<file path="src/gpu_command_packet_decoder_core_macros.svh">
// Assertion macros shared by the command decoder RTL.
`ifndef GPU_COMMAND_PACKET_DECODER_CORE_MACROS_SVH
`define GPU_COMMAND_PACKET_DECODER_CORE_MACROS_SVH

// Same-cycle implication, checked on clk_i outside reset.
`define GCPD_ASSERT_IMPL(label, ante, cons, msg) \
  label: assert property (@(posedge clk_i) disable iff (!rst_ni) (ante) |-> (cons)) \
    else $error(msg);

// Next-cycle implication, checked on clk_i outside reset.
`define GCPD_ASSERT_NEXT(label, ante, cons, msg) \
  label: assert property (@(posedge clk_i) disable iff (!rst_ni) (ante) |=> (cons)) \
    else $error(msg);

`endif

</file>
<file path="src/gcpd_pkg.sv">
// Types, codes and the packet length table of the GPU command decoder.
`default_nettype none

package gcpd_pkg;

  // What one result word reports
  typedef enum logic [1:0] {
    EV_BUFFERED = 2'd0,
    EV_UPLOAD   = 2'd1,
    EV_PACKET   = 2'd2
  } event_kind_e;

  // Decoded command class
  typedef enum logic [3:0] {
    ACT_NONE     = 4'd0,
    ACT_POLYGON  = 4'd1,
    ACT_LINE     = 4'd2,
    ACT_RECT     = 4'd3,
    ACT_COPY     = 4'd4,
    ACT_UPLOAD   = 4'd5,
    ACT_READBACK = 4'd6,
    ACT_FILL     = 4'd7,
    ACT_IRQ      = 4'd8,
    ACT_ENV      = 4'd9
  } action_e;

  // Opcode classes (top three bits of the opcode)
  localparam logic [2:0] CLS_MISC     = 3'd0;
  localparam logic [2:0] CLS_POLYGON  = 3'd1;
  localparam logic [2:0] CLS_LINE     = 3'd2;
  localparam logic [2:0] CLS_RECT     = 3'd3;
  localparam logic [2:0] CLS_COPY     = 3'd4;
  localparam logic [2:0] CLS_UPLOAD   = 3'd5;
  localparam logic [2:0] CLS_READBACK = 3'd6;

  // Individual opcodes
  localparam logic [7:0] OP_FILL       = 8'h02;
  localparam logic [7:0] OP_IRQ        = 8'h1f;
  localparam logic [7:0] OP_DRAW_MODE  = 8'he1;
  localparam logic [7:0] OP_TEX_WINDOW = 8'he2;
  localparam logic [7:0] OP_AREA_TL    = 8'he3;
  localparam logic [7:0] OP_AREA_BR    = 8'he4;
  localparam logic [7:0] OP_OFFSET     = 8'he5;
  localparam logic [7:0] OP_MASK_BITS  = 8'he6;

  localparam int unsigned WORD_COUNT_W = 4;
  localparam int unsigned HELD_DEPTH   = 3;
  localparam logic [4:0]  IRQ_BIT      = 5'd24;

  // Packet length in words for an opcode, before the cap
  function automatic logic [WORD_COUNT_W-1:0] packet_len(input logic [7:0] op);
    logic [WORD_COUNT_W-1:0] verts;
    logic [WORD_COUNT_W-1:0] n;
    verts = op[3] ? 4'd4 : 4'd3;
    case (op) inside
      [8'h00:8'h1f]: n = (op == OP_FILL) ? 4'd3 : 4'd1;
      [8'h20:8'h3f]: n = 4'd1 + (op[2] ? (verts << 1) : verts)
                         + (op[4] ? (verts - 4'd1) : 4'd0);
      [8'h40:8'h5f]: n = op[4] ? 4'd4 : 4'd3;
      [8'h60:8'h7f]: n = 4'd2 + {3'b000, op[2]} + ((op[4:3] == 2'b00) ? 4'd1 : 4'd0);
      [8'h80:8'h9f]: n = 4'd4;
      [8'ha0:8'hdf]: n = 4'd3;
      default:       n = 4'd1;
    endcase
    return n;
  endfunction

endpackage

`default_nettype wire

</file>
<file path="src/gcpd_if.sv">
// Valid/ready channels for command words and decoder results.
`default_nettype none

interface gcpd_word_if;
  logic        valid;
  logic        ready;
  logic [31:0] port_word;

  modport source (output valid, output port_word, input ready);
  modport sink   (input valid, input port_word, output ready);
endinterface

interface gcpd_result_if;
  logic        valid;
  logic        ready;
  logic [1:0]  event_kind;
  logic [7:0]  opcode;
  logic [3:0]  action;
  logic [31:0] status_bits;
  logic [14:0] fill_color;
  logic [15:0] pos_x;
  logic [15:0] pos_y;
  logic [15:0] size_x;
  logic [15:0] size_y;
  logic [15:0] half_low;
  logic [15:0] half_high;
  logic [21:0] env_value;

  modport source (
    output valid, output event_kind, output opcode, output action, output status_bits,
    output fill_color, output pos_x, output pos_y, output size_x, output size_y,
    output half_low, output half_high, output env_value, input ready
  );
  modport sink (
    input valid, input event_kind, input opcode, input action, input status_bits,
    input fill_color, input pos_x, input pos_y, input size_x, input size_y,
    input half_low, input half_high, input env_value, output ready
  );
endinterface

`default_nettype wire

</file>
<file path="src/gpu_command_packet_decoder_core.sv">
// GPU command-port packet decoder: packet framing, decode and environment state.
// Takes one command word per cycle and returns one result word per command word; the
// result register is loaded from the input register when the result side can take it
// (one input register, one result register). Outside an upload, words are framed into
// packets by the opcode of the first word; the first three words are held, and the
// last word of a packet yields the decoded class, fill, copy, upload or readback
// parameters, environment fields and the status image. During an upload every word is
// passed out as two halfwords until width times height halfwords have gone by. The
// decode, the 16x16 size multiplier and all state updates sit in the single stage
// between the two registers, so a stall on the result side only holds the pipeline
// and a new word is taken in every cycle that the result side moves.
`default_nettype none

module gpu_command_packet_decoder_core #(
  parameter int unsigned MAX_PACKET_WORDS = 12
) (
  input  wire logic           clk_i,
  input  wire logic           rst_ni,
  gcpd_word_if.sink           cmd_i,
  gcpd_result_if.source       res_o
);

  `include "gpu_command_packet_decoder_core_macros.svh"

  localparam logic [gcpd_pkg::WORD_COUNT_W-1:0] MaxWords =
    (gcpd_pkg::WORD_COUNT_W)'(MAX_PACKET_WORDS);

  // Input stage
  logic        in_valid_q;
  logic [31:0] word_q;
  logic        stage_fire;

  // Result register
  logic        out_valid_q;
  logic [1:0]  kind_q, kind_d;
  logic [7:0]  opcode_q, opcode_d;
  logic [3:0]  action_q, action_d;
  logic [31:0] status_out_q;
  logic [14:0] fill_color_q, fill_color_d;
  logic [15:0] pos_x_q, pos_x_d;
  logic [15:0] pos_y_q, pos_y_d;
  logic [15:0] size_x_q, size_x_d;
  logic [15:0] size_y_q, size_y_d;
  logic [15:0] half_low_q, half_low_d;
  logic [15:0] half_high_q, half_high_d;
  logic [21:0] env_value_q, env_value_d;

  // Decoder state
  logic [gcpd_pkg::WORD_COUNT_W-1:0] word_count_q, word_count_d;
  logic [31:0] held_q [gcpd_pkg::HELD_DEPTH];
  logic [31:0] held_d [gcpd_pkg::HELD_DEPTH];
  logic [31:0] status_q, status_d;
  logic [1:0]  flip_q, flip_d;
  logic [4:0]  texwin_q [4];
  logic [4:0]  texwin_d [4];
  logic [9:0]  area_q [4];
  logic [9:0]  area_d [4];
  logic [10:0] offset_q [2];
  logic [10:0] offset_d [2];
  logic        upload_active_q, upload_active_d;
  logic [31:0] upload_remaining_q, upload_remaining_d;
  logic        readback_q, readback_d;

  // Decode temporaries
  logic [gcpd_pkg::WORD_COUNT_W-1:0] count_inc;
  logic [gcpd_pkg::WORD_COUNT_W-1:0] len_raw;
  logic [gcpd_pkg::WORD_COUNT_W-1:0] len;
  logic [31:0] w0, w1, w2;
  logic [7:0]  op;
  logic [10:0] fill_w_sum;
  logic [31:0] upload_size;
  logic        upload_last;

  // Handshakes
  assign stage_fire  = in_valid_q && (!out_valid_q || res_o.ready);
  assign cmd_i.ready = !in_valid_q || stage_fire;

  // Current packet words, the incoming word standing in for its own slot
  assign w0 = (word_count_q == 4'd0) ? word_q : held_q[0];
  assign w1 = (word_count_q == 4'd1) ? word_q : held_q[1];
  assign w2 = (word_count_q == 4'd2) ? word_q : held_q[2];
  assign op = w0[31:24];

  assign count_inc   = word_count_q + 4'd1;
  assign len_raw     = gcpd_pkg::packet_len(op);
  assign len         = (len_raw > MaxWords) ? MaxWords : len_raw;
  assign fill_w_sum  = w2[10:0] + 11'h00f;
  assign upload_size = {16'd0, w2[15:0]} * {16'd0, w2[31:16]};
  assign upload_last = upload_active_q && (upload_remaining_q <= 32'd2);

  // Decode and next state
  always_comb begin
    word_count_d       = word_count_q;
    held_d             = held_q;
    status_d           = status_q;
    flip_d             = flip_q;
    texwin_d           = texwin_q;
    area_d             = area_q;
    offset_d           = offset_q;
    upload_active_d    = upload_active_q;
    upload_remaining_d = upload_remaining_q;
    readback_d         = readback_q;

    kind_d      = gcpd_pkg::EV_BUFFERED;
    opcode_d    = 8'd0;
    action_d    = gcpd_pkg::ACT_NONE;
    fill_color_d = 15'd0;
    pos_x_d     = 16'd0;
    pos_y_d     = 16'd0;
    size_x_d    = 16'd0;
    size_y_d    = 16'd0;
    half_low_d  = 16'd0;
    half_high_d = 16'd0;
    env_value_d = 22'd0;

    if (upload_active_q) begin
      // upload data word: pass both halves
      kind_d      = gcpd_pkg::EV_UPLOAD;
      action_d    = gcpd_pkg::ACT_UPLOAD;
      half_low_d  = word_q[15:0];
      half_high_d = word_q[31:16];
      if (upload_remaining_q <= 32'd2) begin
        upload_remaining_d = 32'd0;
        upload_active_d    = 1'b0;
      end else begin
        upload_remaining_d = upload_remaining_q - 32'd2;
      end
    end else begin
      if (word_count_q < 4'd3) begin
        held_d[word_count_q[1:0]] = word_q;
      end
      opcode_d = op;
      if (count_inc < len) begin
        word_count_d = count_inc;
      end else begin
        // packet complete
        word_count_d = 4'd0;
        kind_d       = gcpd_pkg::EV_PACKET;
        case (op[7:5])
          gcpd_pkg::CLS_POLYGON: action_d = gcpd_pkg::ACT_POLYGON;
          gcpd_pkg::CLS_LINE:    action_d = gcpd_pkg::ACT_LINE;
          gcpd_pkg::CLS_RECT:    action_d = gcpd_pkg::ACT_RECT;
          gcpd_pkg::CLS_COPY: begin
            action_d = gcpd_pkg::ACT_COPY;
            pos_x_d  = w1[15:0];
            pos_y_d  = w1[31:16];
          end
          gcpd_pkg::CLS_UPLOAD: begin
            action_d           = gcpd_pkg::ACT_UPLOAD;
            pos_x_d            = w1[15:0];
            pos_y_d            = w1[31:16];
            size_x_d           = w2[15:0];
            size_y_d           = w2[31:16];
            upload_remaining_d = upload_size;
            upload_active_d    = (w2[15:0] != 16'd0) && (w2[31:16] != 16'd0);
          end
          gcpd_pkg::CLS_READBACK: begin
            action_d   = gcpd_pkg::ACT_READBACK;
            pos_x_d    = w1[15:0];
            pos_y_d    = w1[31:16];
            size_x_d   = w2[15:0];
            size_y_d   = w2[31:16];
            readback_d = 1'b1;
          end
          default: begin
            // misc and environment opcodes
            case (op)
              gcpd_pkg::OP_FILL: begin
                action_d     = gcpd_pkg::ACT_FILL;
                fill_color_d = {w0[23:19], w0[15:11], w0[7:3]};
                pos_x_d      = {6'd0, w1[9:4], 4'd0};
                pos_y_d      = {7'd0, w1[24:16]};
                size_x_d     = {5'd0, fill_w_sum[10:4], 4'd0};
                size_y_d     = {7'd0, w2[24:16]};
              end
              gcpd_pkg::OP_IRQ: begin
                action_d = gcpd_pkg::ACT_IRQ;
                status_d[gcpd_pkg::IRQ_BIT] = 1'b1;
              end
              gcpd_pkg::OP_DRAW_MODE: begin
                action_d       = gcpd_pkg::ACT_ENV;
                status_d[10:0] = w0[10:0];
                status_d[15]   = w0[11];
                flip_d         = w0[13:12];
                env_value_d    = {8'd0, w0[13:0]};
              end
              gcpd_pkg::OP_TEX_WINDOW: begin
                action_d    = gcpd_pkg::ACT_ENV;
                texwin_d[0] = w0[4:0];
                texwin_d[1] = w0[9:5];
                texwin_d[2] = w0[14:10];
                texwin_d[3] = w0[19:15];
                env_value_d = {2'd0, w0[19:0]};
              end
              gcpd_pkg::OP_AREA_TL: begin
                action_d    = gcpd_pkg::ACT_ENV;
                area_d[0]   = w0[9:0];
                area_d[1]   = w0[19:10];
                env_value_d = {2'd0, w0[19:0]};
              end
              gcpd_pkg::OP_AREA_BR: begin
                action_d    = gcpd_pkg::ACT_ENV;
                area_d[2]   = w0[9:0];
                area_d[3]   = w0[19:10];
                env_value_d = {2'd0, w0[19:0]};
              end
              gcpd_pkg::OP_OFFSET: begin
                action_d    = gcpd_pkg::ACT_ENV;
                offset_d[0] = w0[10:0];
                offset_d[1] = w0[21:11];
                env_value_d = w0[21:0];
              end
              gcpd_pkg::OP_MASK_BITS: begin
                action_d        = gcpd_pkg::ACT_ENV;
                status_d[12:11] = w0[1:0];
                env_value_d     = {20'd0, w0[1:0]};
              end
              default: ;
            endcase
          end
        endcase
      end
    end
  end

  // Control state
  always_ff @(posedge clk_i or negedge rst_ni) begin
    if (!rst_ni) begin
      in_valid_q         <= 1'b0;
      out_valid_q        <= 1'b0;
      word_count_q       <= '0;
      status_q           <= 32'd0;
      flip_q             <= 2'd0;
      texwin_q           <= '{default: 5'd0};
      area_q             <= '{default: 10'd0};
      offset_q           <= '{default: 11'd0};
      upload_active_q    <= 1'b0;
      upload_remaining_q <= 32'd0;
      readback_q         <= 1'b0;
    end else begin
      if (cmd_i.ready) begin
        in_valid_q <= cmd_i.valid;
      end
      if (stage_fire) begin
        out_valid_q        <= 1'b1;
        word_count_q       <= word_count_d;
        status_q           <= status_d;
        flip_q             <= flip_d;
        texwin_q           <= texwin_d;
        area_q             <= area_d;
        offset_q           <= offset_d;
        upload_active_q    <= upload_active_d;
        upload_remaining_q <= upload_remaining_d;
        readback_q         <= readback_d;
      end else if (res_o.ready) begin
        out_valid_q <= 1'b0;
      end
    end
  end

  // Payload registers
  always_ff @(posedge clk_i) begin
    if (cmd_i.ready && cmd_i.valid) begin
      word_q <= cmd_i.port_word;
    end
    if (stage_fire) begin
      held_q       <= held_d;
      kind_q       <= kind_d;
      opcode_q     <= opcode_d;
      action_q     <= action_d;
      status_out_q <= status_d;
      fill_color_q <= fill_color_d;
      pos_x_q      <= pos_x_d;
      pos_y_q      <= pos_y_d;
      size_x_q     <= size_x_d;
      size_y_q     <= size_y_d;
      half_low_q   <= half_low_d;
      half_high_q  <= half_high_d;
      env_value_q  <= env_value_d;
    end
  end

  // Result word
  assign res_o.valid       = out_valid_q;
  assign res_o.event_kind  = kind_q;
  assign res_o.opcode      = opcode_q;
  assign res_o.action      = action_q;
  assign res_o.status_bits = status_out_q;
  assign res_o.fill_color  = fill_color_q;
  assign res_o.pos_x       = pos_x_q;
  assign res_o.pos_y       = pos_y_q;
  assign res_o.size_x      = size_x_q;
  assign res_o.size_y      = size_y_q;
  assign res_o.half_low    = half_low_q;
  assign res_o.half_high   = half_high_q;
  assign res_o.env_value   = env_value_q;

  // Checks
  `GCPD_ASSERT_IMPL(a_count_below_cap, 1'b1, word_count_q < MaxWords, "packet count reached cap")
  `GCPD_ASSERT_IMPL(a_upload_nonempty, upload_active_q, upload_remaining_q != '0, "empty upload")
  `GCPD_ASSERT_IMPL(a_no_packet_in_upload, upload_active_q, word_count_q == '0, "packet open")
  `GCPD_ASSERT_NEXT(a_upload_ends, stage_fire && upload_last, !upload_active_q, "upload ran on")

endmodule

`default_nettype wire

</file>
<file path="src/flat_wrapper.sv">
// flat-port wrapper written by rule: the top's interface ports become plain ports
module gpu_command_packet_decoder_core_flat 
#(
  parameter int unsigned MAX_PACKET_WORDS = 12
)
  (clk_i, rst_ni, cmd_i_valid, cmd_i_port_word, cmd_i_ready, res_o_valid, res_o_event_kind, res_o_opcode, res_o_action, res_o_status_bits, res_o_fill_color, res_o_pos_x, res_o_pos_y, res_o_size_x, res_o_size_y, res_o_half_low, res_o_half_high, res_o_env_value, res_o_ready);
  gcpd_word_if cmd_i_i ();
  gcpd_result_if res_o_i ();
  input  wire logic clk_i;
  input  wire logic rst_ni;
  input wire logic [$bits(cmd_i_i.valid)-1:0] cmd_i_valid;
  input wire logic [$bits(cmd_i_i.port_word)-1:0] cmd_i_port_word;
  output wire logic [$bits(cmd_i_i.ready)-1:0] cmd_i_ready;
  output wire logic [$bits(res_o_i.valid)-1:0] res_o_valid;
  output wire logic [$bits(res_o_i.event_kind)-1:0] res_o_event_kind;
  output wire logic [$bits(res_o_i.opcode)-1:0] res_o_opcode;
  output wire logic [$bits(res_o_i.action)-1:0] res_o_action;
  output wire logic [$bits(res_o_i.status_bits)-1:0] res_o_status_bits;
  output wire logic [$bits(res_o_i.fill_color)-1:0] res_o_fill_color;
  output wire logic [$bits(res_o_i.pos_x)-1:0] res_o_pos_x;
  output wire logic [$bits(res_o_i.pos_y)-1:0] res_o_pos_y;
  output wire logic [$bits(res_o_i.size_x)-1:0] res_o_size_x;
  output wire logic [$bits(res_o_i.size_y)-1:0] res_o_size_y;
  output wire logic [$bits(res_o_i.half_low)-1:0] res_o_half_low;
  output wire logic [$bits(res_o_i.half_high)-1:0] res_o_half_high;
  output wire logic [$bits(res_o_i.env_value)-1:0] res_o_env_value;
  input wire logic [$bits(res_o_i.ready)-1:0] res_o_ready;
  assign cmd_i_i.valid = cmd_i_valid;
  assign cmd_i_i.port_word = cmd_i_port_word;
  assign cmd_i_ready = cmd_i_i.ready;
  assign res_o_valid = res_o_i.valid;
  assign res_o_event_kind = res_o_i.event_kind;
  assign res_o_opcode = res_o_i.opcode;
  assign res_o_action = res_o_i.action;
  assign res_o_status_bits = res_o_i.status_bits;
  assign res_o_fill_color = res_o_i.fill_color;
  assign res_o_pos_x = res_o_i.pos_x;
  assign res_o_pos_y = res_o_i.pos_y;
  assign res_o_size_x = res_o_i.size_x;
  assign res_o_size_y = res_o_i.size_y;
  assign res_o_half_low = res_o_i.half_low;
  assign res_o_half_high = res_o_i.half_high;
  assign res_o_env_value = res_o_i.env_value;
  assign res_o_i.ready = res_o_ready;
  gpu_command_packet_decoder_core #(.MAX_PACKET_WORDS(MAX_PACKET_WORDS)) u_core (.clk_i(clk_i), .rst_ni(rst_ni), .cmd_i(cmd_i_i), .res_o(res_o_i));
endmodule
</file>
<file path="config.mk">
export PLATFORM = sky130hd
export DESIGN_NAME = gpu_command_packet_decoder_core_flat
export DESIGN_NICKNAME = d
export VERILOG_FILES = /design/src/gcpd_pkg.sv /design/src/gcpd_if.sv /design/src/gpu_command_packet_decoder_core.sv /design/src/flat_wrapper.sv
export VERILOG_INCLUDE_DIRS = /design/src /design/src/src
export SDC_FILE = /design/constraint.sdc
export NUM_CORES = 1
export LEC_CHECK = 0
export BUFFER_PORTS_ARGS = -buffer_cell sky130_fd_sc_hd__buf_2
export CORE_MARGIN = 2
export CORE_UTILIZATION = 61
export CTS_CLUSTER_DIAMETER = 80
export DETAILED_ROUTE_END_ITERATION = 12
export GPL_TIMING_DRIVEN = 0
export PLACE_DENSITY_LB_ADDON = 0.25
export SKIP_CTS_REPAIR_TIMING = 1
export SYNTH_ARGS = -nofsm -noshare
export SYNTH_HDL_FRONTEND = slang
export SYNTH_SLANG_ARGS = --single-unit
</file>
<file path="constraint.sdc">
create_clock -name clk_i -period 9.3 [get_ports clk_i]
set_clock_uncertainty 0.15 [all_clocks]
set_input_delay 1.86 -clock clk_i [delete_from_list [all_inputs] [get_ports clk_i]]
set_output_delay 1.86 -clock clk_i [all_outputs]
set_load 0.01 [all_outputs]
</file>
# Word level (Yosys, flattened, before mapping)
# Cells that the tools add are included.
# W data, S select, Z words.
word_totals:
  reg_bits: 344
  wordCells: 159
op_classes:
  add_sub_neg: 8
  multipliers: 1
  n_lt_le_gt_ge: 18
  n_eq_ne: 17
  mux: 56
  n_bitwise: 3
  reduce_logical: 33
op_table:
  columns: ["operator", "count"]
  rows:
  - ["$mux W32", 8]
  - ["$pmux W16 S2", 4]
  - ["$bwmux W96", 1]
  - ["$pmux W22 S4", 1]
  - ["$demux W32 S2", 1]
  - ["$eq A8 B8 Y1 const B", 6]
  - ["$mux W13", 3]
  - ["$mux W4", 9]
  - ["$le A32 B2 Y1 const B", 1]
  - ["$mul A16 B16 Y32", 1]
  - ["$reduce_bool A16 Y1", 2]
  - ["$sub A32 B2 Y32 const B", 1]
  - ["$pmux W4 S6", 1]
  - ["$mux W11", 2]
  - ["$mux W9", 2]
  - ["$ge A8 B7 Y1 const B", 2]
  - ["$ge A8 B8 Y1 const B", 2]
  - ["$le A8 B7 Y1 const B", 2]
  - ["$le A8 B8 Y1 const B", 2]
  - ["$mux W1", 15]
  - ["$pmux W4 S3", 1]
  - ["$reduce_or A6 Y1", 2]
  - ["$add A11 B4 Y11 const B", 1]
  - ["$logic_and A1 B1 Y1", 10]
  - ["other kinds (39)", 56]

# Depth between registers and ports, before layout
# Gate-level depths: netlist of run 1.
depth:
  ltp_word: 15
  ltp_mapped: 30
  mapped_depth_nobuf: 26

# Worst setup path after synthesis of run 1
# No wires, ideal clock.
synth_timing:
  path_type: "input-to-reg"
  startpoint: "input port res_o_ready"
  endpoint: "register u_core.upload_remaining_q[17]"
  setup_ns: 0.126
  arrival_time_ns: 7.822
  path_slack_ns: 1.202
  cell_stages: 6
  cell_sequence: "nand2b_1 -> nand2_1 -> inv_1 -> clkbuf_1 -> o221ai_1 -> a22o_1"
synth_between:
  elab_chain_cells: 3
synth_lines:
  columns: ["element", "line", "rtl"]
  rows:
  - ["from (decl)", "flat_wrapper.sv:27", "input wire logic [$bits(res_o_i.ready)-1:0] res_o_ready;"]
  - ["$logic_or A1 B1 Y1", "gpu_command_packet_decoder_core.sv:75", "assign stage_fire = in_valid_q && (!out_valid_q || res_o.ready);"]
  - ["$logic_and A1 B1 Y1", "gpu_command_packet_decoder_core.sv:75", null]
  - ["via u_core.stage_fire", "gpu_command_packet_decoder_core.sv:31", "logic stage_fire;"]
  - ["$reduce_and A3 Y1 (no line)", null, null]
  - ["to (signal assigned)", "gpu_command_packet_decoder_core.sv:253", "upload_remaining_q <= upload_remaining_d;"]
  - ["to (decl)", "gpu_command_packet_decoder_core.sv:61", "logic [31:0] upload_remaining_q, upload_remaining_d;"]
# The timed path passes the listed nets, and every way through them passes these cells.
# A chain may end at the register's enable or synchronous reset.

# Worst setup path in the final report of run 1
layout_timing:
  startpoint: "register u_core.word_count_q[0] (netlist name)"
  endpoint: "register u_core.upload_remaining_q[31]"
layout_between:
  elab_chain_cells: 15
  word_cells_on_any_way: 53
layout_lines:
  columns: ["element", "line", "rtl"]
  rows:
  - ["from (decl)", "gpu_command_packet_decoder_core.sv:49", "logic [gcpd_pkg::WORD_COUNT_W-1:0] word_count_q, word_count_d;"]
  - ["from (signal assigned)", "gpu_command_packet_decoder_core.sv:246", "word_count_q <= word_count_d;"]
  - ["parallel branches: the longest is 15 deep, another holds $add A1 B4 Y4", null, null]
# Parallel ways; which one is timed is not known. The select of a mux whose other input is x is not followed.

==> results of run 1 <==
layer usage:
| metal | track usage, % | vias to the layer above | wire [µm] |
|---|---|---|---|
| met2 | 55.0 | 1031 | 30900 |
| met3 | 5.88 | 192 | 6100 |
| li1 | - | 7765 | - |
| met1 | 43.7 | 8669 | 24900 |
| met5 | 0 | - | 0 |
| met4 | 15.9 | 0 | 3140 |
critical path, delay by kind of cell (launching register included):
kind,cells,cell delay (ns)
fa+ha+maj,8,3.55
buf+inv,9,2.13
compound gates,6,1.20
simple gates,3,0.55
flops,1,0.46
xor+xnor,1,0.29
mux,1,0.24
placed cells by master, fill, tap and decap left out, types with 16 or more instances in the layout:
cell	n
nor3_1	22
nand4_1	17
o211ai_1	23
nor2_1	221
mux2i_1	44
edfxtp_1	290
and2_1	37
o21ai_0	62
clkbuf_16	37
buf_4	21
nand2_1	297
clkbuf_1	63
ha_1	118
buf_2	208
inv_1	248
dfrtp_1	54
mux2_2	41
xnor2_1	17
nor4_1	16
fa_1	195
a21oi_1	76
nand3_1	22
conb_1	17
state kept, by name (all words and copies together), names as in the netlist, 22 cells and up:
register and count:
u_core.upload_remaining_q 32, u_core.word_q 32, u_core.res_o.env_value 22, u_core.held_q 96
worst max-delay path by stage:
stage	slack, ns	depth (start not counted)	end	from
2_1_floorplan	1.20	6	u_core.upload_remaining_q[17]$_DFFE_PN0P_	res_o_ready
3_3_place_gp	-1.11	7	u_core.upload_remaining_q[17]$_DFFE_PN0P_	res_o_ready
3_5_place_dp	-0.07	28	u_core.upload_remaining_q[31]$_DFFE_PN0P_	u_core.word_count_q[0]$_DFFE_PN0P_
4_1_cts	-0.09	28	u_core.upload_remaining_q[31]$_DFFE_PN0P_	u_core.word_count_q[0]$_DFFE_PN0P_
5_1_grt	0.09	28	u_core.upload_remaining_q[31]$_DFFE_PN0P_	u_core.word_count_q[0]$_DFFE_PN0P_
6_report	0.58	28	u_core.upload_remaining_q[31]$_DFFE_PN0P_	u_core.word_count_q[0]$_DFFE_PN0P_
metrics by stage:
stage	utilization [%]	instance area [µm²]	TNS (ns)	setup WS, ns	instances
after global placement	66.5	25100	-49.01	-1.11	2877
after CTS	69.8	26400	-0.112	-0.0875	2948
final	69.9	26400	0	0.577	2941
after global routing	69.9	26400	0	0.0875	2941
after detailed placement	66.8	25200	-0.0861	-0.0720	2881
after floorplan	-	23500	0	1.20	2167
final cells by class:
| cell class | instances | area (µm²) | share of cell area (%) |
|---|---|---|---|
| clock buffer | 47 | 973 | 3.69 |
| inverter | 249 | 935 | 3.54 |
| buffer | 103 | 515 | 1.95 |
| multi-input combinational | 1464 | 12000 | 45.4 |
| sequential | 344 | 10100 | 38.1 |
| clock inverter | 20 | 176 | 0.668 |
| timing repair buffer | 203 | 1100 | 4.17 |
| tap | 511 | 639 | 2.42 |
cell families (layout without fill, tap and decap cells):
logic type / after synthesis / after routing
AOI/OAI and AO/OA: 296 / 296
xor gates and xnor gates: 32 / 32
adders and majority gates: 313 / 313
buffers and inverters: 359 / 622
DFF: 344 / 344
muxes: 101 / 101
other: 1 / 17
and+or+nand+nor: 705 / 705
==> out/metrics.csv, run 1 <==
metric,value,unit
hp-class,reg2reg,
drt-wirelength-per-cell,22.1,µm
min_path_cells,1,
n_fill_cell,2757,
end_kind,flip-flop,
die_w,200,µm
rr_startpoint,u_core.word_count_q[0]$_DFFE_PN0P_,
yosys.area.top_type,edfxtp_1,
worstPathArrival,8.95,ns
clock_path_buffers,3,
relSlewSlack,7.41,%
routed_wl,65000,µm
cpMostUsedCell,fa_1,
whs,0.296,ns
ys_ff_latch,344,
synth_seq_area_share,43.0,%
synthSimpleGateAreaFrac,13.3,%
synth_cells,2151,
crit_fanout,10,
antenna_found_initial,0,
synth_most_common_cell,nand2_1,
cpPeakStageDelay,0.58,ns
drv_cap,0,
synth_xor_area_share,1.20,%
slew_viol_final,0,
numCtsBuffers,37,
dpl.hpwl,49300,µm
die_y,200,µm
gr-usage-all-layers,33.5,%
area_growth,12.8,%
yosysTopAreaCellShare,37.2,%
ant_nets,0,
r2r_slack,0.58,ns
synth-compound-area-share,8.41,%
drc,0,
worstPathRequired,9.53,ns
portBuffers,199,
synthMuxAreaShare,4.83,%
synth_area_leaders,"edfxtp_1, fa_1, ha_1",
crit_slowest_cell,fa_1,
start_util,62.0,%
num_rows,71,
clock.fmax,115,MHz
fp.coreArea,0.0378,mm²
avgSynthCellArea,10.9,µm²
rsz0062_at_grt,no,
io_pins,217,
clk_pin_slew,0.06,ns
ys.warnings.count,0,
post_drt_via_cell_ratio,6.00,
grt_pass1_wl,100000,µm
whs_endpoint,u_core.status_q[24]$_DFFE_PN0P_,
ys_async_sr_fraction,15.7,%
synth_area,0.0234,mm²
worst_pin_slew,1.35,ns
clock-root-buffer,clkbuf_16,
grt_pass1_vias,17700,
grt_start_max_net_pins,62,
clock-sinks,344,
synth_edf_count,290,
layout.nets,2751,
status,completed,
synth_top_family_by_area,adder cells,
crit_type,reg2reg,
cts_tree,built,
worstHoldStart,u_core.status_q[24]$_DFFE_PN0P_,
synthAdderAreaFrac,23.0,%
vias,17700,
first_pass_iters,7,
drt_iter0_drc,1653,
post-route-min-period,8.72,ns
ys_types,77,
ys.flop_type,edfxtp_1,
ctsHtreeMaxLevel,2,
place_congestion,0.961,
antennaDiodeCount,0,
timing_hold_violations_final,0,
final_layout_size_suffix_gt1_share,15.6,%
period_share,93.8,%
synthTopCellsByCount,"nand2_1, edfxtp_1, inv_1",
r2r_cells,28,
overflow,0,
start_kind,flip-flop,
worst_r2r_endpoint,u_core.upload_remaining_q[31]$_DFFE_PN0P_,
die-area,0.0399,mm²
clk_latency,0.54,ns
setup_viol,0,
Power of run 1 is left out: the tool's default activity adds up to more than one toggle a clock period on the data nets, which glitch-free logic cannot reach.
==> run 2, diff against run 1 <==
--- a/config.mk
+++ b/config.mk
@@ -8,7 +8,7 @@
 export LEC_CHECK = 0
 export BUFFER_PORTS_ARGS = -buffer_cell sky130_fd_sc_hd__buf_2
 export CORE_MARGIN = 2
-export CORE_UTILIZATION = 61
+export CORE_UTILIZATION = 40
 export CTS_CLUSTER_DIAMETER = 80
 export DETAILED_ROUTE_END_ITERATION = 12
 export GPL_TIMING_DRIVEN = 0
==> out/metrics.csv, run 2 (synthesis gave the netlist of run 1 again) <==
metric,value,unit
slew_viol_final,0,
grt_use_met3,3.56,%
setup_viol,0,
worstPathArrival,8.96,ns
num_rows,88,
grt_start_max_net_pins,71,
worst_pin_slew,1.36,ns
overflow,0,
cpPeakStageDelay,1.12,ns
whs,0.300,ns
crit_slowest_cell,mux2i_1,
drt-wirelength-per-cell,21.4,µm
status,completed,
layout.nets,2750,
path_depth,26,
r2r_cells,26,
crit_type,reg2reg,
clock-root-buffer,clkbuf_16,
clk_latency,0.55,ns
placed_area,0.0255,mm²
ant_nets,0,
rsz0062_at_grt,no,
hp-class,reg2reg,
critPathTopFamily,adder cells,
start_util,40.5,%
top_register,u_core.held_q,
die_w,246,µm
min_path_cells,1,
layout_commonest_cell,nand2_1,
cpMostUsedCell,fa_1,
worst-path-buf-inv,7,
use_met1,30.4,%
final_cell_mix,"nand2_1, edfxtp_1, inv_1",
clock-sinks,344,
end_kind,flip-flop,
met2_usage,38.4,%
die_y,246,µm
cts_tree,built,
portBuffers,199,
layout_setup_ws,0.571,ns
relSlewSlack,6.66,%
final_layout_size_suffix_gt1_share,16.0,%
start_kind,flip-flop,
r2r_slack,0.57,ns
grt_pass1_vias,17200,
numCtsBuffers,38,
grt_pass1_wl,105000,µm
period_share,93.9,%
area_growth,14.4,%
post_drt_via_cell_ratio,5.38,
gr-usage-all-layers,22.9,%
design_area,0.0268,mm²
clock.fmax,115,MHz
antenna_found_initial,0,
clock_path_buffers,3,
routed_wl,68300,µm
io_pins,217,
ctsHtreeMaxLevel,2,
pre_cts_slack,-0.153,ns
largest_register_ffs,96,
worstPathRequired,9.53,ns
busiest_layer,met2,
biggestRegsByFlops,"u_core.held_q (96), u_core.upload_remaining_q (32), u_core.word_q (32)",
vias,17200,
dpl.hpwl,52700,µm
clk_pin_slew,0.06,ns
first_pass_iters,6,
drt_iter0_drc,1375,
drc,0,
crit_fanout,10,
place_congestion,0.925,
drv_cap,0,
die-area,0.0604,mm²
post-route-min-period,8.73,ns
timing_hold_violations_final,0,
tns,0,ns
fp.coreArea,0.0578,mm²
## run 2: final cells by class
type                       count  area, µm²
timing repair buffer         203       1080
clock buffer                  46       1000
inverter                     249        935
sequential                   344      10100
buffer                       101        509
fill                        5336      31000
clock inverter                22        203
tap                          765        957
antenna                        1       2.50
multi-input combinational   1464      12000
## run 2: final timing paths
check                                                       endpoint                               start
max in group asynchronous  u_core.upload_remaining_q[22]$_DFFE_PN0P_                              rst_ni
max reg2reg                u_core.upload_remaining_q[31]$_DFFE_PN0P_  u_core.word_count_q[0]$_DFFE_PN0P_
min in group asynchronous             u_core.status_q[0]$_DFFE_PN0P_                              rst_ni
min reg2reg                          u_core.status_q[24]$_DFFE_PN0P_     u_core.status_q[24]$_DFFE_PN0P_
max                        u_core.upload_remaining_q[31]$_DFFE_PN0P_  u_core.word_count_q[0]$_DFFE_PN0P_
min                                  u_core.status_q[24]$_DFFE_PN0P_     u_core.status_q[24]$_DFFE_PN0P_
## run 2: layer usage
layer | wire (µm) | vias to the layer above
met4 | 2420 | 0
met3 | 4790 | 130
met5 | 0 | -
met2 | 33100 | 704
li1 | - | 7768
met1 | 28000 | 8572
## run 2: per-stage QoR
stage,instances,util (%)
after floorplan,2167,-
after detailed placement,3135,44.1
final,3195,46.3
after CTS,3203,46.2
after global routing,3194,46.3
after global placement,3131,44.0
Power of run 2 is left out for the same reason.
